**config.mk**
```make
export PLATFORM = sky130hd
export DESIGN_NAME = qhs_dequant
export DESIGN_NICKNAME = d
export VERILOG_FILES = /design/src/rtl/core/qhs_pkg.sv /design/src/rtl/core/qhs_dequant.sv
export SDC_FILE = /design/constraint.sdc
export NUM_CORES = 1
export LEC_CHECK = 0
export BUFFER_PORTS_ARGS = -buffer_cell sky130_fd_sc_hd__buf_2
export CORE_AREA = 2 2 158 160
export CTS_CLUSTER_DIAMETER = 40
export DETAILED_ROUTE_END_ITERATION = 8
export DIE_AREA = 0 0 160 162
export PLACE_DENSITY_LB_ADDON = 0.08
export SLEW_MARGIN = 20
export SYNTH_ARGS = -nofsm -noshare
export SYNTH_HDL_FRONTEND = slang
export SYNTH_SLANG_ARGS = --single-unit
```
**constraint.sdc**
```tcl
create_clock -name aclk -period 22.9 [get_ports aclk]
set_clock_uncertainty 0.05 [all_clocks]
set_input_delay 2.29 -clock aclk [delete_from_list [all_inputs] [get_ports aclk]]
set_output_delay 2.29 -clock aclk [all_outputs]
set_load 0.01 [all_outputs]
```
**src/rtl/core/qhs_pkg.sv**
```systemverilog
`timescale 1ns / 1ps
// Shared types, widths and constants for the quantized hardswish pipeline.
// No dependencies; every other file imports this package.

package qhs_pkg;

    // fixed-point fraction bits of both scale registers
    localparam int unsigned SCALE_FRAC_BITS = 24;

    // field and register widths
    localparam int unsigned SAMPLE_W = 8;
    localparam int unsigned ZP_W     = 8;
    localparam int unsigned SCALE_W  = 32;
    localparam int unsigned BOUND_W  = 8;
    localparam int unsigned CFG_IDX_W  = 3;
    localparam int unsigned CFG_DATA_W = 32;

    // centered sample and dequantized value
    localparam int unsigned D_W = SAMPLE_W + 1;
    localparam int unsigned X_W = SCALE_W + D_W;

    // curve operands: |x| < 3 and 0 < x + 3 < 6 in Q(F)
    localparam int unsigned A_W = SCALE_FRAC_BITS + 2;
    localparam int unsigned T_W = SCALE_FRAC_BITS + 3;
    localparam int unsigned P_W = A_W + T_W;
    // product shifted down by 2^(F+1) before the divide by three
    localparam int unsigned V_W = P_W - SCALE_FRAC_BITS - 1;

    // divide by three via reciprocal, exact for operands below 2^32
    localparam int unsigned DIV3_W     = 32;
    localparam logic [DIV3_W-1:0] DIV3_MAGIC = 32'hAAAA_AAAB;
    localparam int unsigned DIV3_SHIFT = 33;
    localparam int unsigned Q_W        = V_W + DIV3_W;
    localparam int unsigned CURVE_W    = Q_W - DIV3_SHIFT;

    // hardswish magnitude and its split for the requant multiply
    localparam int unsigned H_W  = X_W - 1;
    localparam int unsigned HL_W = 24;
    localparam int unsigned HH_W = H_W - HL_W;
    localparam int unsigned PL_W = SCALE_W + HL_W;
    localparam int unsigned PH_W = SCALE_W + HH_W;
    localparam int unsigned M_W  = SCALE_W + H_W;
    localparam int unsigned M64_W = 64;

    // rounding point of the requantized product, Q(2F)
    localparam int unsigned RND_SH = 2 * SCALE_FRAC_BITS;
    localparam int unsigned IP_W   = M64_W - RND_SH;
    localparam int unsigned R_W    = IP_W + 3;

    // configuration register indexes
    typedef enum logic [CFG_IDX_W-1:0] {
        REG_IN_ZERO_POINT  = 3'd0,
        REG_IN_SCALE       = 3'd1,
        REG_OUT_ZERO_POINT = 3'd2,
        REG_INV_OUT_SCALE  = 3'd3,
        REG_OUT_MIN        = 3'd4,
        REG_OUT_MAX        = 3'd5
    } cfg_idx_t;

    // configuration register set
    typedef struct packed {
        logic [ZP_W-1:0]    in_zero_point;
        logic [SCALE_W-1:0] in_scale;
        logic [ZP_W-1:0]    out_zero_point;
        logic [SCALE_W-1:0] inv_out_scale;
        logic [BOUND_W-1:0] out_min;
        logic [BOUND_W-1:0] out_max;
    } cfg_t;

    // which branch of hardswish applies to x
    typedef enum logic [1:0] {
        CLS_ZERO  = 2'd0,
        CLS_PASS  = 2'd1,
        CLS_CURVE = 2'd2
    } hs_cls_t;

    // dequant stage output
    typedef struct packed {
        hs_cls_t        cls;
        logic           neg;
        logic [A_W-1:0] a;
        logic [T_W-1:0] t;
        logic [H_W-1:0] mag;
    } dq_t;

    // hardswish stage output
    typedef struct packed {
        hs_cls_t        cls;
        logic           neg;
        logic [Q_W-1:0] q;
        logic [H_W-1:0] mag;
    } hs_t;

endpackage

```
**src/rtl/core/qhs_dequant.sv**
```systemverilog
`timescale 1ns / 1ps
// Dequantize stages: x = in_scale * (sample - in_zero_point), then branch
// classification and curve operands. Depends on qhs_pkg.

module qhs_dequant import qhs_pkg::*; (
    input  logic                aclk,
    input  logic                aresetn,
    input  cfg_t                cfg,
    input  logic                in_valid,
    output logic                in_ready,
    input  logic [SAMPLE_W-1:0] in_sample,
    output logic                out_valid,
    input  logic                out_ready,
    output dq_t                 out_data
);

    localparam logic signed [X_W-1:0] THREE = X_W'(3) << SCALE_FRAC_BITS;

    logic                  v1_reg;
    logic                  v2_reg;
    logic                  adv1;
    logic                  adv2;
    logic signed [X_W-1:0] x_reg;
    logic signed [X_W-1:0] x_next;
    logic signed [D_W-1:0] d;
    logic signed [X_W:0]   prod;
    dq_t                   dq_reg;
    dq_t                   dq_next;
    logic signed [X_W-1:0] x_abs;
    logic signed [X_W-1:0] x_plus3;

    // stage advance: a stage moves when empty or when its consumer moves
    assign adv2     = !v2_reg || out_ready;
    assign adv1     = !v1_reg || adv2;
    assign in_ready = adv1;

    // center and scale the sample
    always_comb begin
        d      = $signed({1'b0, in_sample}) - $signed({1'b0, cfg.in_zero_point});
        prod   = $signed({1'b0, cfg.in_scale}) * d;
        x_next = prod[X_W-1:0];
    end

    // classify x against +/-3 and form the curve operands
    always_comb begin
        x_abs   = (x_reg < 0) ? -x_reg : x_reg;
        x_plus3 = x_reg + THREE;
        dq_next.neg = 1'b0;
        dq_next.a   = x_abs[A_W-1:0];
        dq_next.t   = x_plus3[T_W-1:0];
        dq_next.mag = x_reg[H_W-1:0];
        if (x_reg <= -THREE) begin
            dq_next.cls = CLS_ZERO;
        end else if (x_reg >= THREE) begin
            dq_next.cls = CLS_PASS;
        end else begin
            dq_next.cls = CLS_CURVE;
            dq_next.neg = (x_reg < 0);
        end
    end

    // valid bits
    always_ff @(posedge aclk) begin
        if (!aresetn) begin
            v1_reg <= 1'b0;
            v2_reg <= 1'b0;
        end else begin
            if (adv1) begin
                v1_reg <= in_valid;
            end
            if (adv2) begin
                v2_reg <= v1_reg;
            end
        end
    end

    // payload
    always_ff @(posedge aclk) begin
        if (adv1 && in_valid) begin
            x_reg <= x_next;
        end
        if (adv2 && v1_reg) begin
            dq_reg <= dq_next;
        end
    end

    assign out_valid = v2_reg;
    assign out_data  = dq_reg;

endmodule

```
; ---- Yosys cells after proc, flatten, opt, wreduce, memory -nomap -nowiden
; Cells that the tools add are included.
[word_totals]
register_bits = 139
in_bits = 108
output_inout_bits = 98
wordCells = 24
[op_classes]
addsub = 3
mul = 1
magnitude_cmp = 3
muxes = 2
reduce_logical = 7
[op_table]
columns = cell, n
row1 = $ge A41 B27 Y1 const B, 1
row2 = $le A41 B27 Y1 const B, 1
row3 = $lt A41 B1 Y1 const B, 1
row4 = $mul A33 B9 Y41, 1
row5 = $add A27 B27 Y27 const B, 1
row6 = $mux W26, 1
row7 = $neg A26 Y26, 1
row8 = $sub A8 B8 Y9, 1
row9 = $logic_and A1 B1 Y1, 2
row10 = $logic_not A1 Y1, 2
row11 = $logic_or A1 B1 Y1, 2
row12 = $mux W2, 1
row13 = $reduce_or A2 Y1, 1

; ---- Longest topological paths before layout
[depth]
depth_word = 4
mapped_depth = 29
depth_no_buf = 28

; ---- Worst setup path before layout
; OpenSTA, ideal clock, no wires.
[synth_path]
path_kind = in2reg
startpoint = input cfg[89] (netlist bit)
endpoint = register x_reg[40], data pin
setup_time_ns = 0.260
t_arrival_ns = 8.433
required_time_ns = 22.590
setup_slack_ns = 14.157
path_stages = 27
path_buffers = 0
cell_sequence = inv_1 ha_1 nor2b_1 o21ai_1 nand2b_1 a21o_1 a21o_1 a21o_1 a21oi_2 mux2_2 fa_1 fa_1 inv_1 fa_1 fa_1 inv_1 fa_1 inv_1 ha_1 a21o_1 a21oi_2 a21oi_2 o31a_1 a2111oi_2 o31ai_1 a21oi_1 xnor2_1
[synth_between]
elab_chain_cells = 2
[synth_rtl]
columns = element, line
row1 = start: declaration, qhs_dequant.sv:8  ; input cfg_t cfg,
row2 = $sub A8 B8 Y9, qhs_dequant.sv:39  ; d = $signed({1'b0, in_sample}) - $signed({1'b0, cfg.in_zero_point});
row3 = $mul A33 B9 Y41, qhs_dequant.sv:40  ; prod = $signed({1'b0, cfg.in_scale}) * d;
row4 = via prod[40], qhs_dequant.sv:26  ; logic signed [X_W:0] prod;
row5 = end signal: assignment, qhs_dequant.sv:80  ; x_reg <= x_next;
row6 = end: declaration, qhs_dequant.sv:23  ; logic signed [X_W-1:0] x_reg;
; The timed path passes the listed nets, and every way through them passes these cells.
; A chain may end at the register's enable or synchronous reset.

; ---- Worst setup path in the final report
[layout_path]
startpoint = input cfg[89] (netlist bit)
endpoint = register x_reg[39], data pin
; The elaborated chain is that of the path after synthesis.

==> results.md <==
* Crit Path Max Fanout at 32
* Cells after Synth at 1356
* Setup ws final at 13.34 ns
* Cell family with most CP delay: adder cells
* Die area at 25920 um2
* CP Buf/Inv Count at 6
* Top Ports at 206
* Most frequent cells in the layout: fa_1, buf_2, inv_1, and2_1, edfxtp_1
* DR vias at 9885
* Post-Place Worst Slack at 12.94 ns
* TritonCTS Buffers at 17
* Critical path's largest stage delay at 0.55 ns
* Endpoint with the worst hold slack: out_data[38]$_DFFE_PP_
* Commonest non-fill, non-tap cell in the layout: fa_1
* Clock Tree Buf Depth at 2
* Hold Path Origin: x_reg[38]$_DFFE_PP_
* Syn nets at 1785
* Fin. Hold Viols at 0
* Hold Crit Depth at 0
* Detailed Route WL at 30.62 mm
* Starting Density at 0.5978
* Hold Slack at 0.4288 ns
* Nets at 1879
* Critical path arrival at 9.68 ns
* Yosys warnings at 0
* Gp weighted congestion at 0.8452
* First-pass GRT wire length at 51.19 mm
* Unrepaired setup endpoints after global routing: false
* DRC Markers at 0
* Flops & latches, synth at 114
* R2R depth at 6
* Hold buffer count at CTS at 0
* CP Launch Type: input port
* Hold Crit Class: flip-flop to flip-flop
* EDFF count, synth at 112
* PostCTS Resize Cnt at 0
* Most used cell, CP: fa_1
* PortBufs at 149
* Final setup violation count at 0
* CTS tree: yes
* R2R Path End: out_data[82]$_DFFE_PP_
* Rows at 57
* CP required at 23.02 ns
* Final Critical Period at 9.563 ns
* CTS H-tree depth at 4
* Total core area at 24110 um2
* CTS Sinks at 114
* Layout cells sized above 1 at 0.1497
* Routed vias/inst at 5.529
* Cell Area, Synth at 14410 um2
* Drt pass-1 iters at 5
* Reg2reg start: x_reg[4]$_DFFE_PP_
* Final ANT Viol Nets at 0
* Routed len/inst at 17.13 um
* Fmax achieved at 104.6 MHz
* Main synth FF type: edfxtp_1
* Die Wd at 160 um
* Pin count of the biggest net entering global routing at 66
* Post-synthesis sequential area ratio at 0.2362
* Largest register FFs at 71
* Period utilization at 0.4176
* Post-CTS Setup Inserts at 0
* Die Y at 162 um
* Skew-Pair Late Insertion Delay at 0.42 ns
* Global-route usage over all layers at 0.2470
* Max stage delay cell, worst path: fa_1
* Gr ovfl total at 0
* Initial DRC count at 494
* Antenna violations before repair at 1
* Outcome: finished clean
* Vias in the first global route at 10075
* CTS Root Cell: clkbuf_16
* Worst-path clk slew at 0.06 ns
* Max-capacitance violation count at 0
* Count of final max-slew check failures at 0
* Crit. End Element: flip-flop
* Mean Syn Cell Area at 10.63 um2
* HPWL after detailed placement at 23.72 mm
* Ys async rst share at 0
* FF-to-FF setup slack at 20.47 ns
* Rel. slew slack at 0.2721
* Worst-margin pin slew at 1.092 ns
* TNS Setup at 0 ns
* Synth unique cells at 67
* WS Path Type: input port to flip-flop
* Area grow syn2layout at 9.498%
## stage by stage
step	instance area, um2	utilization	cells
6_report	15780	0.6546	1788
5_1_grt	15780	0.6545	1787
4_1_cts	15780	0.6545	1787
3_5_place_dp	15190	0.6303	1755
3_3_place_gp	15190	0.6303	1755
2_1_floorplan	14410	-	1356
## cells in the mapped netlist (all sizes together) (41+ instances only)
cell | count | area, um2
fa | 212 | 4244
a21oi | 44 | 235.2
inv | 130 | 488.0
buf | 43 | 322.8
edfxtp | 112 | 3363
nand2b | 106 | 665.6
nor2 | 53 | 198.9
xnor2 | 49 | 429.2
clkbuf | 41 | 157.6
and2 | 122 | 763.2
ha | 109 | 1364
nand2 | 110 | 412.9
## routing by layer
layer	GRT usage	wire length (um)	vias to the layer above
li1	-	-	4620
met1	0.3372	13370	4953
met2	0.4183	15180	278
met3	0.03575	1584	34
met4	0.06798	491	0
met5	0	0	-
## cells by family after synthesis
logic type | count (synthesis) | share of synthesized area
mux | 32 | 0.02257
xor+xnor | 66 | 0.04011
flops | 114 | 0.2362
simple gates | 460 | 0.1743
compound gates | 149 | 0.07050
buf+inv | 214 | 0.06720
fa+ha+maj | 321 | 0.3891
## final cells by class
type | instances | area [um2]
clock buffers | 18 | 429.2
inverters | 130 | 488.0
repair buffers | 159 | 820.8
multi-input cells | 1028 | 10080
flip-flops and latches | 114 | 3403
diodes | 1 | 2.502
clock inverters | 14 | 153.9
fillers | 1985 | 8325
well taps | 324 | 405.4
## how the worst max path moves through the flow
stage,startpoint,endpoint,depth (start not counted)
3_3_place_gp,cfg[89],x_reg[39]$_DFFE_PP_,29
4_1_cts,cfg[89],x_reg[39]$_DFFE_PP_,29
2_1_floorplan,cfg[89],x_reg[40]$_DFFE_PP_,27
5_1_grt,cfg[89],x_reg[39]$_DFFE_PP_,29
3_5_place_dp,cfg[89],x_reg[39]$_DFFE_PP_,29
6_report,cfg[89],x_reg[39]$_DFFE_PP_,29
## worst register-to-register path: cells and delay by family (launching register included)
family / cells / cell delay [ns]
flip-flops: 1 / 0.45
AO/OA/AOI/OAI: 1 / 0.35
AND/OR/NAND/NOR: 4 / 1.21
XOR/XNOR: 1 / 0.10
Power is not shown: default switching activity piles up to over one toggle a cycle in this logic, so the estimate is an artifact.
