==> src/rtl/core/qhs_pkg.sv <==
`timescale 1ns / 1ps
// Shared types, widths and constants for the quantized hardswish pipeline.
// No dependencies; every other file imports this package.

package qhs_pkg;

    // fixed-point fraction bits of both scale registers
    localparam int unsigned SCALE_FRAC_BITS = 24;

    // field and register widths
    localparam int unsigned SAMPLE_W = 8;
    localparam int unsigned ZP_W     = 8;
    localparam int unsigned SCALE_W  = 32;
    localparam int unsigned BOUND_W  = 8;
    localparam int unsigned CFG_IDX_W  = 3;
    localparam int unsigned CFG_DATA_W = 32;

    // centered sample and dequantized value
    localparam int unsigned D_W = SAMPLE_W + 1;
    localparam int unsigned X_W = SCALE_W + D_W;

    // curve operands: |x| < 3 and 0 < x + 3 < 6 in Q(F)
    localparam int unsigned A_W = SCALE_FRAC_BITS + 2;
    localparam int unsigned T_W = SCALE_FRAC_BITS + 3;
    localparam int unsigned P_W = A_W + T_W;
    // product shifted down by 2^(F+1) before the divide by three
    localparam int unsigned V_W = P_W - SCALE_FRAC_BITS - 1;

    // divide by three via reciprocal, exact for operands below 2^32
    localparam int unsigned DIV3_W     = 32;
    localparam logic [DIV3_W-1:0] DIV3_MAGIC = 32'hAAAA_AAAB;
    localparam int unsigned DIV3_SHIFT = 33;
    localparam int unsigned Q_W        = V_W + DIV3_W;
    localparam int unsigned CURVE_W    = Q_W - DIV3_SHIFT;

    // hardswish magnitude and its split for the requant multiply
    localparam int unsigned H_W  = X_W - 1;
    localparam int unsigned HL_W = 24;
    localparam int unsigned HH_W = H_W - HL_W;
    localparam int unsigned PL_W = SCALE_W + HL_W;
    localparam int unsigned PH_W = SCALE_W + HH_W;
    localparam int unsigned M_W  = SCALE_W + H_W;
    localparam int unsigned M64_W = 64;

    // rounding point of the requantized product, Q(2F)
    localparam int unsigned RND_SH = 2 * SCALE_FRAC_BITS;
    localparam int unsigned IP_W   = M64_W - RND_SH;
    localparam int unsigned R_W    = IP_W + 3;

    // configuration register indexes
    typedef enum logic [CFG_IDX_W-1:0] {
        REG_IN_ZERO_POINT  = 3'd0,
        REG_IN_SCALE       = 3'd1,
        REG_OUT_ZERO_POINT = 3'd2,
        REG_INV_OUT_SCALE  = 3'd3,
        REG_OUT_MIN        = 3'd4,
        REG_OUT_MAX        = 3'd5
    } cfg_idx_t;

    // configuration register set
    typedef struct packed {
        logic [ZP_W-1:0]    in_zero_point;
        logic [SCALE_W-1:0] in_scale;
        logic [ZP_W-1:0]    out_zero_point;
        logic [SCALE_W-1:0] inv_out_scale;
        logic [BOUND_W-1:0] out_min;
        logic [BOUND_W-1:0] out_max;
    } cfg_t;

    // which branch of hardswish applies to x
    typedef enum logic [1:0] {
        CLS_ZERO  = 2'd0,
        CLS_PASS  = 2'd1,
        CLS_CURVE = 2'd2
    } hs_cls_t;

    // dequant stage output
    typedef struct packed {
        hs_cls_t        cls;
        logic           neg;
        logic [A_W-1:0] a;
        logic [T_W-1:0] t;
        logic [H_W-1:0] mag;
    } dq_t;

    // hardswish stage output
    typedef struct packed {
        hs_cls_t        cls;
        logic           neg;
        logic [Q_W-1:0] q;
        logic [H_W-1:0] mag;
    } hs_t;

endpackage

==> src/rtl/core/qhs_hswish.sv <==
`timescale 1ns / 1ps
// Hardswish curve stages: x*(x+3) product, then the divide by 6*2^F done
// as a shift and a reciprocal multiply. Depends on qhs_pkg.

module qhs_hswish import qhs_pkg::*; (
    input  logic aclk,
    input  logic aresetn,
    input  logic in_valid,
    output logic in_ready,
    input  dq_t  in_data,
    output logic out_valid,
    input  logic out_ready,
    output hs_t  out_data
);

    logic           v1_reg;
    logic           v2_reg;
    logic           adv1;
    logic           adv2;
    logic [P_W-1:0] p_reg;
    logic [P_W-1:0] p_next;
    hs_cls_t        cls_reg;
    logic           neg_reg;
    logic [H_W-1:0] mag_reg;
    logic [V_W-1:0] v;
    hs_t            hs_reg;
    hs_t            hs_next;

    assign adv2     = !v2_reg || out_ready;
    assign adv1     = !v1_reg || adv2;
    assign in_ready = adv1;

    // |x| * (x + 3), exact
    assign p_next = P_W'(in_data.a) * P_W'(in_data.t);

    // floor(p / 2^(F+1)) / 3 by reciprocal multiply
    always_comb begin
        v           = p_reg[P_W-1:SCALE_FRAC_BITS+1];
        hs_next.cls = cls_reg;
        hs_next.neg = neg_reg;
        hs_next.mag = mag_reg;
        hs_next.q   = Q_W'(v) * Q_W'(DIV3_MAGIC);
    end

    // valid bits
    always_ff @(posedge aclk) begin
        if (!aresetn) begin
            v1_reg <= 1'b0;
            v2_reg <= 1'b0;
        end else begin
            if (adv1) begin
                v1_reg <= in_valid;
            end
            if (adv2) begin
                v2_reg <= v1_reg;
            end
        end
    end

    // payload
    always_ff @(posedge aclk) begin
        if (adv1 && in_valid) begin
            p_reg   <= p_next;
            cls_reg <= in_data.cls;
            neg_reg <= in_data.neg;
            mag_reg <= in_data.mag;
        end
        if (adv2 && v1_reg) begin
            hs_reg <= hs_next;
        end
    end

    assign out_valid = v2_reg;
    assign out_data  = hs_reg;

endmodule

==> config.mk <==
export PLATFORM = sky130hd
export DESIGN_NAME = qhs_hswish
export DESIGN_NICKNAME = d
export VERILOG_FILES = /design/src/rtl/core/qhs_pkg.sv /design/src/rtl/core/qhs_hswish.sv
export SDC_FILE = /design/constraint.sdc
export NUM_CORES = 2
export LEC_CHECK = 0
export BUFFER_PORTS_ARGS = -buffer_cell sky130_fd_sc_hd__buf_2
export CAP_MARGIN = 20
export CORE_UTILIZATION = 40
export CTS_BUF_LIST = sky130_fd_sc_hd__clkbuf_4 sky130_fd_sc_hd__clkbuf_8
export CTS_CLUSTER_SIZE = 24
export DETAILED_ROUTE_END_ITERATION = 10
export GPL_TIMING_DRIVEN = 0
export PLACE_DENSITY = 0.6
export SYNTH_ARGS = -nofsm -noshare
export SYNTH_HDL_FRONTEND = slang
export SYNTH_SLANG_ARGS = --single-unit
==> constraint.sdc <==
create_clock -name aclk -period 11.3 [get_ports aclk]
set_clock_uncertainty 0.15 [all_clocks]
set_input_delay 0.565 -clock aclk [delete_from_list [all_inputs] [get_ports aclk]]
set_output_delay 0.565 -clock aclk [all_outputs]
set_load 0.01 [all_outputs]
Word-level counts from Yosys, hierarchy flattened:

Cells that the tools add are included.

* multipliers: 2
* reductions and logical operators: 6

Operators by type and width (number)
* $mul A28 B32 Y60 const B: 1
* $mul A26 B27 Y53: 1
* $logic_and A1 B1 Y1: 2
* $logic_not A1 Y1: 2
* $logic_or A1 B1 Y1: 2

* flip-flop bits (word level): 201
* input bits: 100

Depth between registers and ports, before layout:

* word-level depth: 4
* mapped depth: 27
* mapped depth without buffers: 25

Worst setup path before layout:

OpenSTA, ideal clock, no wires.

* path type: in2reg
* start: in in_data[72] (netlist name)
* end: reg p_reg[38] (data pin)
* library setup time: 0.262 ns
* arrival time: 6.830 ns
* data required time: 10.888 ns
* slack: 4.059 ns
* cell stages on the path: 26
* buffers on the path: 2
* cell sequence: clkbuf_1 clkbuf_1 nand2_1 fa_1 inv_1 fa_1 inv_1 fa_1 fa_1 inv_1 fa_1 fa_1 inv_1 fa_1 inv_1 ha_1 a21o_1 a21o_1 a211oi_1 o21a_1 a41oi_2 a311oi_1 o21ai_1 a21oi_1 o21ai_1 xor2_1

* longest elaborated chain between the ends: 1

RTL lines
* start: declaration: RTL line qhs_hswish.sv:10 `input dq_t in_data,`
* $mul A26 B27 Y53: RTL line qhs_hswish.sv:34 `assign p_next = P_W'(in_data.a) * P_W'(in_data.t);`
* via p_next[38]: RTL line qhs_hswish.sv:21 `logic [P_W-1:0] p_next;`
* end signal: assignment: RTL line qhs_hswish.sv:63 `p_reg <= p_next;`
* end: declaration: RTL line qhs_hswish.sv:20 `logic [P_W-1:0] p_reg;`

The timed path passes the listed nets, and every way through them passes these cells.
A chain may end at the register's enable or synchronous reset.

Final worst setup path:

* start: in in_data[73] (netlist name)
* end: reg p_reg[38] (data pin)

Same word-level chain as after synthesis.

==> out/metrics.csv <==
stage,metric,value,unit
finish,sequential cell area,5270,sq um
finish,Area growth syn-to-layout,8.02,%
finish,antenna cells,0,
yosys,Mean Syn Cell Area,10.0,sq um
yosys,Synth Area in XOR/XNOR,1.88,%
timing,Fmax,116,MHz
clock_tree,# resized after CTS,0,
die,IO Count,205,
finish,number of flip-flops in the largest register,103,
place,half-perimeter wire length after placement,90.4,mm
route,Pre-antenna DRT Iters,6,
timing,Setup TNS,0,ns
yosys,share of the synthesized area in the top cell type,42.4,%
job,maxcap violations,0,
route,DRC,0,
yosys,Mapped Cells,3815,
finish,"commonest non-fill, non-tap cell in the layout",inv_1,
global_route,global route total overflow,0,
route,total wire length,107,mm
yosys,"Seq/Total Area, Yosys",13.8,%
die,initial core utilization,40.3,%
setup_path,crit end category,register,
die,Die ar.,96900,sq um
die,row count,113,
worst_hold_path,"Endpoint, Worst Hold",mag_reg[4],
route,Iter 0 DRT Violations,1632,
setup_path,Worst EP arrival,8.71,ns
setup_path,worst reg2reg path endpoint,out_data[99],
yosys,flop and latch count out of synthesis,176,
setup_path,CP required,11.40,ns
yosys,library cells used by synthesis,74,
setup_path,Worst R2R Path Depth,22,
yosys,Synth area leaders,"fa_1 42%, ha_1 14%, edfxtp_1 14%",
clock_tree,Post-CTS Setup Inserts,0,
setup_path,WS Path Type,in -> reg,
finish,share of layout cells above drive strength 1,6.48,%
clock_tree,clock sink count,176,
yosys,Adder-Cell Fraction of Synth Area,56.1,%
yosys,yosys warns,0,
clock_tree,"Reg clk slew, reported paths",0.12,ns
global_route,busiest grt layer,met2,
clock_tree,worst skew pair latency,0.50,ns
clock_tree,CTS tree,built,
clock_tree,# H-tree levels,4,
die,Core ar.,94900,sq um
worst_hold_path,worst hold path depth,1,
route,WL per Instance,20.2,um
setup_path,FF-to-FF Start,p_reg[31],
setup_path,R2R Setup Slk,3.07,ns
finish,fillers,9202,
timing,period utilization,76.2,%
yosys,multiplexer share of the synthesized area,0,%
yosys,Main synth FF type,edfxtp_1,
setup_path,crit path launch type,input port,
route,vias per inst,4.96,
place,GP Congestion,0.941,
timing,RSZ-0062 raised after global routing,no,
clock_tree,cts hold-fix bufs,0,
setup_path,Crit Path Max Fanout,10,
timing,Slew Limit Fails,0,
yosys,cell taking the most area after synthesis,fa_1,
place,port buffer count,195,
route,DRT antenna net count,0,
timing,Final Hold Fails,0,
yosys,Post-Synthesis Cell Area,38200,sq um
global_route,met1 Use GR,30.5,%
global_route,met2 Use GR,37.8,%
timing,pin slew with the least headroom to its limit,1.09,ns
clock_tree,CTS root buf,clkbuf_8,
run_status,outcome,completed,
die,Die Ht,311,um
clock_tree,Bufs on Longest Clock Path,2,
yosys,"EDFF count, synth",174,
die,die extent in x,311,um
yosys,syn_nets,5143,
place,"worst slack, placed",2.18,ns
global_route,first-pass GRT wire length,167,mm
yosys,Synth async-reset ratio,0,%
yosys,largest family of logic cells by synthesized area,adder cells,
global_route,met3 GRT Util,4.49,%
timing,max_slew headroom,27.2,%
yosys,simple-gate share of the synthesized area,12.1,%
global_route,vias in the first global route,27952,
global_route,initial antenna violation count,4,
global_route,Overall Global Routing Usage,22.8,%
global_route,largest net degree at the start of global routing,61,
worst_hold_path,min-delay src,in_data[4],
timing,final setup margin,2.69,ns
finish,Nets,5361,
finish,Multi-input gate area,28700,sq um
worst_hold_path,Hold WC Path Type,in -> reg,
finish,"commonest cells after routing, fill and taps aside","996 x inv_1, 810 x fa_1, 418 x ha_1, 397 x nand2_1, 371 x and2_1",
timing,Final Critical Period,8.61,ns
route,vias post-DR,26321,
timing,# setup viols final,0,
clock_tree,number of CTS-inserted buffers,17,
yosys,Synth Area in Compound Gates,5.06,%
per-stage QoR:
stage	instance area [sq um]	std cells	hold WS (ns)	util, %
after global placement	40800	5275	0.250	43.0
after global routing	41300	5311	0.0414	43.5
after detailed placement	40900	5279	0.255	43.1
after floorplan	38200	3815	0.250	-
final	41300	5311	0.0794	43.5
after CTS	41300	5311	0.0339	43.5
synthesized netlist by cell type, types with 3 or more instances:
cell type,n
edfxtp_1,174
a21o_1,50
o22ai_1,3
ha_1,418
a21oi_2,4
a31oi_1,6
and2_1,372
xnor2_1,54
o211ai_1,3
o21ai_1,6
and4_1,3
nor2b_1,14
a221o_1,4
xor2_1,28
nand3b_1,3
clkbuf_1,136
nand3_1,20
and3_1,12
o21ai_0,42
a311oi_1,3
nor2_1,35
nand2b_1,7
nand4_1,18
a21oi_1,102
o21ai_2,3
o21a_1,9
nor3_1,14
inv_1,996
fa_1,810
o21bai_1,12
nand2_1,397
worst max path at each step:
stage           startpoint   endpoint  slack, ns  cells after the start
3_5_place_dp   in_data[73]  p_reg[38]       2.18                     24
2_1_floorplan  in_data[72]  p_reg[38]       4.06                     26
3_3_place_gp   in_data[73]  p_reg[38]       2.16                     24
5_1_grt        in_data[74]  p_reg[38]       2.42                     24
6_report       in_data[73]  p_reg[38]       2.69                     24
4_1_cts        in_data[73]  p_reg[38]       2.74                     24
logic make-up after synthesis:
| family | Yosys count |
|---|---|
| fa+ha+maj | 1228 |
| buf+inv | 1133 |
| simple gates | 911 |
| compound gates | 285 |
| flops | 176 |
| xor+xnor | 82 |
cell type report:
cell class | instances | area share [%]
buffer | 137 | 1.24
clock buffer | 18 | 0.585
clock inverter | 14 | 0.388
inverter | 996 | 9.05
multi-input combinational | 2506 | 69.6
sequential | 176 | 12.7
tap | 1265 | 3.83
timing repair buffer | 199 | 2.59
critical path, stage by stage:
cell and delay (ns):
clkbuf_1 0.55, clkbuf_1 0.78, nand2_1 0.17, fa_1 0.51, fa_1 0.54, inv_1 0.07
fa_1 0.53, ha_1 0.13, inv_1 0.05, fa_1 0.48, inv_1 0.06, fa_1 0.58
fa_1 0.43, ha_1 0.37, a21oi_1 0.46, a21oi_1 0.14, a311oi_1 0.31, a2bb2oi_1 0.42
a41oi_2 0.36, a311oi_1 0.48, o21ai_1 0.18, a21oi_1 0.26, o21ai_1 0.10, xor2_1 0.17
routing by layer:
layer  vias to the layer above  wire length (um)
met1                     13261             45000
met4                         2              2910
li1                      11903                 -
met2                       998             50100
met5                         -                14
met3                       157              9190
Power is not shown: default switching activity piles up to over one toggle a cycle in this logic, so the estimate is an artifact.
