`src/rtl/core/qhs_pkg.sv`:
```
`timescale 1ns / 1ps
// Shared types, widths and constants for the quantized hardswish pipeline.
// No dependencies; every other file imports this package.

package qhs_pkg;

    // fixed-point fraction bits of both scale registers
    localparam int unsigned SCALE_FRAC_BITS = 24;

    // field and register widths
    localparam int unsigned SAMPLE_W = 8;
    localparam int unsigned ZP_W     = 8;
    localparam int unsigned SCALE_W  = 32;
    localparam int unsigned BOUND_W  = 8;
    localparam int unsigned CFG_IDX_W  = 3;
    localparam int unsigned CFG_DATA_W = 32;

    // centered sample and dequantized value
    localparam int unsigned D_W = SAMPLE_W + 1;
    localparam int unsigned X_W = SCALE_W + D_W;

    // curve operands: |x| < 3 and 0 < x + 3 < 6 in Q(F)
    localparam int unsigned A_W = SCALE_FRAC_BITS + 2;
    localparam int unsigned T_W = SCALE_FRAC_BITS + 3;
    localparam int unsigned P_W = A_W + T_W;
    // product shifted down by 2^(F+1) before the divide by three
    localparam int unsigned V_W = P_W - SCALE_FRAC_BITS - 1;

    // divide by three via reciprocal, exact for operands below 2^32
    localparam int unsigned DIV3_W     = 32;
    localparam logic [DIV3_W-1:0] DIV3_MAGIC = 32'hAAAA_AAAB;
    localparam int unsigned DIV3_SHIFT = 33;
    localparam int unsigned Q_W        = V_W + DIV3_W;
    localparam int unsigned CURVE_W    = Q_W - DIV3_SHIFT;

    // hardswish magnitude and its split for the requant multiply
    localparam int unsigned H_W  = X_W - 1;
    localparam int unsigned HL_W = 24;
    localparam int unsigned HH_W = H_W - HL_W;
    localparam int unsigned PL_W = SCALE_W + HL_W;
    localparam int unsigned PH_W = SCALE_W + HH_W;
    localparam int unsigned M_W  = SCALE_W + H_W;
    localparam int unsigned M64_W = 64;

    // rounding point of the requantized product, Q(2F)
    localparam int unsigned RND_SH = 2 * SCALE_FRAC_BITS;
    localparam int unsigned IP_W   = M64_W - RND_SH;
    localparam int unsigned R_W    = IP_W + 3;

    // configuration register indexes
    typedef enum logic [CFG_IDX_W-1:0] {
        REG_IN_ZERO_POINT  = 3'd0,
        REG_IN_SCALE       = 3'd1,
        REG_OUT_ZERO_POINT = 3'd2,
        REG_INV_OUT_SCALE  = 3'd3,
        REG_OUT_MIN        = 3'd4,
        REG_OUT_MAX        = 3'd5
    } cfg_idx_t;

    // configuration register set
    typedef struct packed {
        logic [ZP_W-1:0]    in_zero_point;
        logic [SCALE_W-1:0] in_scale;
        logic [ZP_W-1:0]    out_zero_point;
        logic [SCALE_W-1:0] inv_out_scale;
        logic [BOUND_W-1:0] out_min;
        logic [BOUND_W-1:0] out_max;
    } cfg_t;

    // which branch of hardswish applies to x
    typedef enum logic [1:0] {
        CLS_ZERO  = 2'd0,
        CLS_PASS  = 2'd1,
        CLS_CURVE = 2'd2
    } hs_cls_t;

    // dequant stage output
    typedef struct packed {
        hs_cls_t        cls;
        logic           neg;
        logic [A_W-1:0] a;
        logic [T_W-1:0] t;
        logic [H_W-1:0] mag;
    } dq_t;

    // hardswish stage output
    typedef struct packed {
        hs_cls_t        cls;
        logic           neg;
        logic [Q_W-1:0] q;
        logic [H_W-1:0] mag;
    } hs_t;

endpackage

```
`src/rtl/core/qhs_requant.sv`:
```
`timescale 1ns / 1ps
// Requantize stages: split multiply by inv_out_scale, partial product sum
// with overflow check, round half to even and clamp. Depends on qhs_pkg.

module qhs_requant import qhs_pkg::*; (
    input  logic                aclk,
    input  logic                aresetn,
    input  cfg_t                cfg,
    input  logic                in_valid,
    output logic                in_ready,
    input  hs_t                 in_data,
    output logic                out_valid,
    input  logic                out_ready,
    output logic [BOUND_W-1:0]  out_activation
);

    localparam logic [RND_SH-1:0] HALF = RND_SH'(1) << (RND_SH - 1);

    logic                  v1_reg;
    logic                  v2_reg;
    logic                  v3_reg;
    logic                  adv1;
    logic                  adv2;
    logic                  adv3;
    logic [H_W-1:0]        hmag;
    logic [PL_W-1:0]       pl_reg;
    logic [PH_W-1:0]       ph_reg;
    logic                  neg1_reg;
    logic [M_W-1:0]        m_full;
    logic [M64_W-1:0]      m_reg;
    logic                  ovf_reg;
    logic                  neg2_reg;
    logic [IP_W-1:0]       ip;
    logic [RND_SH-1:0]     fr;
    logic                  fr_nz;
    logic signed [R_W-1:0] base;
    logic                  round_up;
    logic signed [R_W-1:0] r;
    logic [BOUND_W-1:0]    act_reg;
    logic [BOUND_W-1:0]    act_next;

    assign adv3     = !v3_reg || out_ready;
    assign adv2     = !v2_reg || adv3;
    assign adv1     = !v1_reg || adv2;
    assign in_ready = adv1;

    // hardswish magnitude per branch
    always_comb begin
        case (in_data.cls)
            CLS_PASS:  hmag = in_data.mag;
            CLS_CURVE: hmag = H_W'(in_data.q[Q_W-1:DIV3_SHIFT]);
            default:   hmag = '0;
        endcase
    end

    // sum of partial products, full width
    assign m_full = M_W'(pl_reg) + (M_W'(ph_reg) << HL_W);

    // round zp +/- m/2^(2F) half to even, then clamp
    always_comb begin
        ip    = m_reg[M64_W-1:RND_SH];
        fr    = m_reg[RND_SH-1:0];
        fr_nz = (fr != '0);
        if (neg2_reg) begin
            base     = $signed(R_W'(cfg.out_zero_point)) - $signed(R_W'(ip))
                       - $signed(R_W'(fr_nz));
            round_up = (fr_nz && fr < HALF) || (fr == HALF && base[0]);
        end else begin
            base     = $signed(R_W'(cfg.out_zero_point)) + $signed(R_W'(ip));
            round_up = (fr > HALF) || (fr == HALF && base[0]);
        end
        r = base + $signed(R_W'(round_up));
        if (ovf_reg) begin
            r = $signed(R_W'(cfg.out_max));
        end
        if (r < $signed(R_W'(cfg.out_min))) begin
            r = $signed(R_W'(cfg.out_min));
        end
        if (r > $signed(R_W'(cfg.out_max))) begin
            r = $signed(R_W'(cfg.out_max));
        end
        act_next = r[BOUND_W-1:0];
    end

    // valid bits
    always_ff @(posedge aclk) begin
        if (!aresetn) begin
            v1_reg <= 1'b0;
            v2_reg <= 1'b0;
            v3_reg <= 1'b0;
        end else begin
            if (adv1) begin
                v1_reg <= in_valid;
            end
            if (adv2) begin
                v2_reg <= v1_reg;
            end
            if (adv3) begin
                v3_reg <= v2_reg;
            end
        end
    end

    // payload
    always_ff @(posedge aclk) begin
        if (adv1 && in_valid) begin
            pl_reg   <= PL_W'(cfg.inv_out_scale) * PL_W'(hmag[HL_W-1:0]);
            ph_reg   <= PH_W'(cfg.inv_out_scale) * PH_W'(hmag[H_W-1:HL_W]);
            neg1_reg <= in_data.neg;
        end
        if (adv2 && v1_reg) begin
            m_reg    <= m_full[M64_W-1:0];
            ovf_reg  <= (m_full[M_W-1:M64_W] != '0);
            neg2_reg <= neg1_reg;
        end
        if (adv3 && v2_reg) begin
            act_reg <= act_next;
        end
    end

    assign out_valid      = v3_reg;
    assign out_activation = act_reg;

endmodule

```
`config.mk`:
```
export PLATFORM = sky130hd
export DESIGN_NAME = qhs_requant
export DESIGN_NICKNAME = d
export VERILOG_FILES = /design/src/rtl/core/qhs_pkg.sv /design/src/rtl/core/qhs_requant.sv
export SDC_FILE = /design/constraint.sdc
export NUM_CORES = 2
export LEC_CHECK = 0
export BUFFER_PORTS_ARGS = -buffer_cell sky130_fd_sc_hd__buf_2
export CAP_MARGIN = 20
export CORE_UTILIZATION = 30
export CTS_CLUSTER_SIZE = 20
export DETAILED_ROUTE_END_ITERATION = 16
export GPL_ROUTABILITY_DRIVEN = 0
export GPL_TIMING_DRIVEN = 0
export MAX_ROUTING_LAYER = met4
export PLACE_DENSITY = 0.54
export RECOVER_POWER = 100
export REMOVE_ABC_BUFFERS = 1
export SLEW_MARGIN = 20
export SYNTH_ARGS = -nofsm -noshare
export SYNTH_HDL_FRONTEND = slang
export SYNTH_SLANG_ARGS = --single-unit
```
`constraint.sdc`:
```
create_clock -name aclk -period 21.3 [get_ports aclk]
set_input_delay 2.13 -clock aclk [delete_from_list [all_inputs] [get_ports aclk]]
set_output_delay 2.13 -clock aclk [all_outputs]
set_load 0.01 [all_outputs]
```
# ---- Word level (Yosys, flattened, before mapping)
# Index checks and enable logic that the tools add are counted.
dict set report totals {
  wordCells 46
  register_bits 182
  input_bits 203
  out_inout_bits 10
}
dict set report op_classes {
  n_addsub 5
  magnitude_cmp 4
  mux 6
  eq_ne 3
  reduce_logical 16
  n_mul 2
}
# operator count
set op_table {}
lappend op_table {{40-bit case mux with 2 select lines} 1}
lappend op_table {{56-bit by 72-bit adder with 72-bit output} 1}
lappend op_table {{19-bit 2-to-1 mux} 3}
lappend op_table {{32-bit by 24-bit multiplier with 56-bit output} 1}
lappend op_table {{48-bit == test (second input constant)} 1}
lappend op_table {{48-bit greater-than comparator (second input constant)} 1}
lappend op_table {{48-bit < comparator (second input constant)} 1}
lappend op_table {{32-bit by 16-bit multiplier with 48-bit output} 1}
lappend op_table {{48-bit nonzero test} 1}
lappend op_table {{19-bit by 2-bit adder with 19-bit output} 1}
lappend op_table {{19-bit by 9-bit greater-than comparator with 1-bit output} 1}
lappend op_table {{19-bit by 9-bit < comparator with 1-bit output} 1}
lappend op_table {{17-bit by 2-bit subtractor with 18-bit output} 1}
lappend op_table {{8-bit by 16-bit adder with 17-bit output} 1}
lappend op_table {{8-bit by 16-bit subtractor with 17-bit output} 1}
lappend op_table {{8-bit 2-to-1 mux} 1}
lappend op_table {{8-bit nonzero test} 1}
lappend op_table {{1-bit logical AND} 6}
lappend op_table {{1-bit logical OR} 5}
lappend op_table {{1-bit logical NOT} 3}
lappend op_table {{2-bit by 1-bit == test with 1-bit output (second input constant)} 1}
lappend op_table {{2-bit == test (second input constant)} 1}
lappend op_table {{1-bit 2-to-1 mux} 1}

# ---- Logic depth before layout (Yosys ltp)
dict set report depth {
  depth_word 11
  mapped_depth 38
  depth_no_buf 37
}

# ---- Least setup slack after synthesis
# No wires, ideal clock.
dict set report synth_timing {
  kind {input -> register}
  start {in in_data[101] (netlist bit)}
  end {reg pl_reg[55] (data pin)}
  n_path_buf 3
  setup_ns 0.260
  stages 35
  arrival_time_ns 10.069
  t_required_ns 21.040
  setup_slack_ns 10.971
  cell_sequence {inv_1 -> ha_1 -> nor2b_1 -> clkbuf_1 -> buf_1 -> a22o_1 -> clkbuf_1 -> nand2_1 -> fa_1 -> inv_1 -> fa_1 -> fa_1 -> inv_1 -> fa_1 -> inv_1 -> fa_1 -> inv_1 -> fa_1 -> inv_1 -> fa_1 -> ha_1 -> inv_1 -> o21bai_1 -> a21o_1 -> a21oi_1 -> o21ai_0 -> a21oi_1 -> a21boi_0 -> o311a_1 -> nor4_1 -> o21ai_0 -> a31o_2 -> a221o_1 -> a21oi_1 -> xnor2_1}
}
dict set report synth_between {
  elab_chain_cells 3
  elab_cells_between_ends 4
  cone_classes {1 x mul; 2 x eq/ne; 1 x mux}
}
# element line_no
set synth_rtl {}
lappend synth_rtl {{start, declared} qhs_requant.sv:11} ;# input hs_t in_data,
lappend synth_rtl {{2-bit == test / 2-bit by 1-bit == test with 1-bit output (equally long branches)} qhs_requant.sv:49} ;# case (in_data.cls)
lappend synth_rtl {{40-bit case mux with 2 select lines (*)} qhs_requant.sv:49}
lappend synth_rtl {{32-bit by 24-bit multiplier with 56-bit output (*)} qhs_requant.sv:107} ;# pl_reg <= PL_W'(cfg.inv_out_scale) * PL_W'(hmag[HL_W-1:0]);
lappend synth_rtl {{end signal, assigned} qhs_requant.sv:107}
lappend synth_rtl {{end, declared} qhs_requant.sv:26} ;# logic [PL_W-1:0] pl_reg;
# Mark *: on every way between the ends. The rest lies on a longest branch, timed or not.
# A chain may end at the register's enable or synchronous reset.

# ---- Worst setup path in the final report
# Ends and elaborated chain as after synthesis.

==> summary.txt <==
Final layout
  – Max reg flops: between 60 and 70
  – Nets: 6,957
  – Most common cell after layout, fill and taps aside: inv_1
  – Final Non-Filler Cells: 7,506
  – Fill count: roughly 17,000
  – Finished Core Util: about a third
  – Layout cells sized above 1: between 5 and 6%
  – Area taken by multi-input logic gates: 39,230 sq um
  – Layout area overhead: 7.957%
  – FF+latch area: 5435 sq um
  – Most frequent cells in the layout: inv_1 (1,093), fa_1 (1,079), nand2_1 (918)

Global routing
  – Vias in the first global route: a little under 40,000
  – Initial antenna violation count: 5
  – GR Util All Layers: 17.81%
  – Pin count of the biggest net entering global routing: 41
  – Global-route wire length before repair: around 230,000 um
  – GRT overflow: 0

Placement
  – Port-buffer cells: around 140
  – Placed insts: ~7,500
  – Post-DP HPWL: 108,100 um
  – Dpl ws: 9.268 ns

Yosys
  – Unique masters post-synth: 89
  – Main flop type after synthesis: edfxtp_1
  – Syn Inst Count: between 5,000 and 6,000
  – Post-Syn Area: ~50,000 sq um
  – Ys async rst share: 0%
  – Post-synthesis sequential area ratio: 10.90%
  – Area leader, netlist: fa_1
  – Yosys top cell area share: roughly 43%
  – EDFF count, synth: ~180
  – Avg Synthesized Cell Area: about 9.3 sq um
  – Number of synthesized register bits: about 180
  – Top cells by area, synth: fa_1 (43%), edfxtp_1 (11%), ha_1 (9.3%), inv_1 (8.2%), nand2_1 (6.9%)
  – Yosys warns: 0

Clocking
  – CTS tree: yes
  – TritonCTS Sinks: approximately 180
  – Resize count post-CTS: 0
  – H-tree levels: 4
  – Clock latency on the worst-skew pair: between 0.4 and 0.5 ns
  – Post-CTS Setup Repair Bufs: 0
  – CTS buffer count: 17
  – CTS root buffer: clkbuf_16
  – Clock Path Buffers: 2
  – Clock-pin transition on the worst setup and hold timing paths: 0.08 ns
  – CTS Hold Bufs: 0

Floorplan
  – Row count: roughly 150
  – DIE AREA: 167,800 sq um
  – Die Y: ~400 um
  – Die X-Extent: between 400 and 500 um
  – Starting Density: between 30 and 40%
  – Core Area: between 150,000 and 200,000 sq um
  – I/O pin total: 213

Worst setup path
  – Crit-path max cell delay: approximately 1.1 ns
  – Crit start category: input pin
  – Cells on worst reg2reg path: 34
  – Crit-path most repeated cell: fa_1
  – Worst Path Max Fanout: 15
  – Setup crit end kind: flip-flop
  – Crit path DAT: roughly 13 ns
  – R2r setup slk: around 12 ns
  – Worst Path Required: between 20 and 25 ns
  – CP Launch Point: in_data[101]
  – R2r startpoint: m_reg[1]
  – Kind of critical path: in2reg
  – Reg2Reg Capture Point: out_activation[3]
  – Crit-path slowest cell: a21boi_0

Min path
  – Type of the most critical hold path: reg2reg
  – Hold Path Origin: pl_reg[7]
  – Hold Path Depth: 0
  – Hold Path End: m_reg[7]

STA
  – Final TNS setup: 0 ns
  – Slew of the pin with the lowest slew margin: about 1.4 ns
  – Final Cycle Share: around 60%
  – Max-slew headroom: approximately 6.4%
  – Final setup fails: 0
  – Final Max Tran Viols: 0
  – Final clock skew: 0.02011 ns
  – Final min period: roughly 13 ns
  – RSZ-0062 raised after global routing: false
  – Min setup slack post-route: around 8.4 ns
  – Fmax: 0.07761 GHz
  – Final hold violations: 0

Route
  – Routed wire length: ~140,000 um
  – WL per Instance: between 15 and 20 um
  – Initial drt markers: between 2,000 and 2,500
  – DRC: 11
  – Total number of vias: approximately 37,000
  – DR vias/cell: a little under 5
  – Antenna Nets Post-Route: 0
  – Total iterations of the first detailed-routing run: 12

Pwr
  – Leakage power: about 24 nW
  – Peak VDD IR: approximately 0.071 mV
  – PwrDens: 74.54 nW/um^2
  – Pwr Total: 4.012 mW

Run
  – Max-cap violations: 0

Outcome
  – Failing checks: design-rule violations
  – Outcome: complete, but fails checks
layout make-up:
cell class | instances | share of cell area [%]
Sequential cell | 182 | 10.10
Clock buffer | 17 | 0.7903
Clock inverter | 15 | 0.3673
Antenna cell | 1 | 0.004649
Tap cell | 2189 | 5.088
Multi-Input combinational cell | 3815 | 72.88
Inverter | 1093 | 7.622
Timing Repair Buffer | 194 | 3.150
logic make-up after synthesis:
family / count (synthesis) / share of synthesized area, %
flops: 182 / 10.90
compound gates: 480 / 6.462
buf+inv: 1384 / 10.45
xor+xnor: 158 / 2.775
simple gates: 1703 / 16.20
fa+ha+maj: 1451 / 52.66
mux: 23 / 0.5496
worst max path at each step:
| stage | end | slack, ns | depth (start not counted) |
|---|---|---|---|
| after floorplan | pl_reg[55] | 5.59 | 31 |
| after global placement | pl_reg[55] | -3.68 | 32 |
| after detailed placement | pl_reg[55] | 9.27 | 36 |
| after CTS | pl_reg[55] | 9.75 | 36 |
| after global routing | pl_reg[55] | 7.86 | 29 |
| final | pl_reg[55] | 8.42 | 30 |
worst max-delay path: cells and delay by family:
family | cells | cell delay [ns]
compound gates | 8 | 2.85
xor+xnor | 1 | 0.52
fa+ha+maj | 9 | 4.26
buf+inv | 6 | 1.18
simple gates | 6 | 2.08
metrics by stage:
| stage | hold slack, ns | area, sq um |
|---|---|---|
| 2_1_floorplan | 0.4003 | 48750 |
| 3_3_place_gp | 0.4004 | 52180 |
| 6_report | 0.4222 | 53830 |
| 4_1_cts | 0.4249 | 54120 |
| 3_5_place_dp | 0.4045 | 53500 |
| 5_1_grt | 0.4319 | 53830 |
layer usage:
metal / GRT usage, % / routed length [um] / vias to the layer above / share of wire [%]
li1: - / - / 16262 / -
met1: 22.66 / 60780 / 18942 / 43
met2: 30.13 / 69040 / 1139 / 49
met3: 1.935 / 8506 / 230 / 6.0
met4: 4.490 / 3761 / 0 / 2.6
met5: - / 0 / - / 0
synth_stat cells, drive strengths merged (5+ instances only):
cell,number
o31ai,12
and2,206
or3,11
mux2i,9
xnor2,107
clkbuf,274
buf,17
a21boi,7
a41oi,5
nand2b,36
o21bai,22
nor4,16
xor2,51
a22o,25
inv,1093
nor2b,127
a21oi,139
edfxtp,179
mux2,14
o21ai,87
nor3b,5
nand3,44
a31oi,15
a21o,70
o311ai,6
o21a,23
a31o,5
nand4,24
a211o,5
a211oi,11
nand2,918
o211ai,8
fa,1079
nor3,37
or2,8
and3,154
nor2,100
ha,372
power breakdown:
part / total [mW] / switching [mW] / internal [mW]
logic: 3.00 / 1.85 / 1.15
clock network: 0.329 / 0.167 / 0.162
registers: 0.679 / 0.0509 / 0.628
total: 4.01 / 2.07 / 1.94
Note: power is estimated with default switching activity, not from simulation.
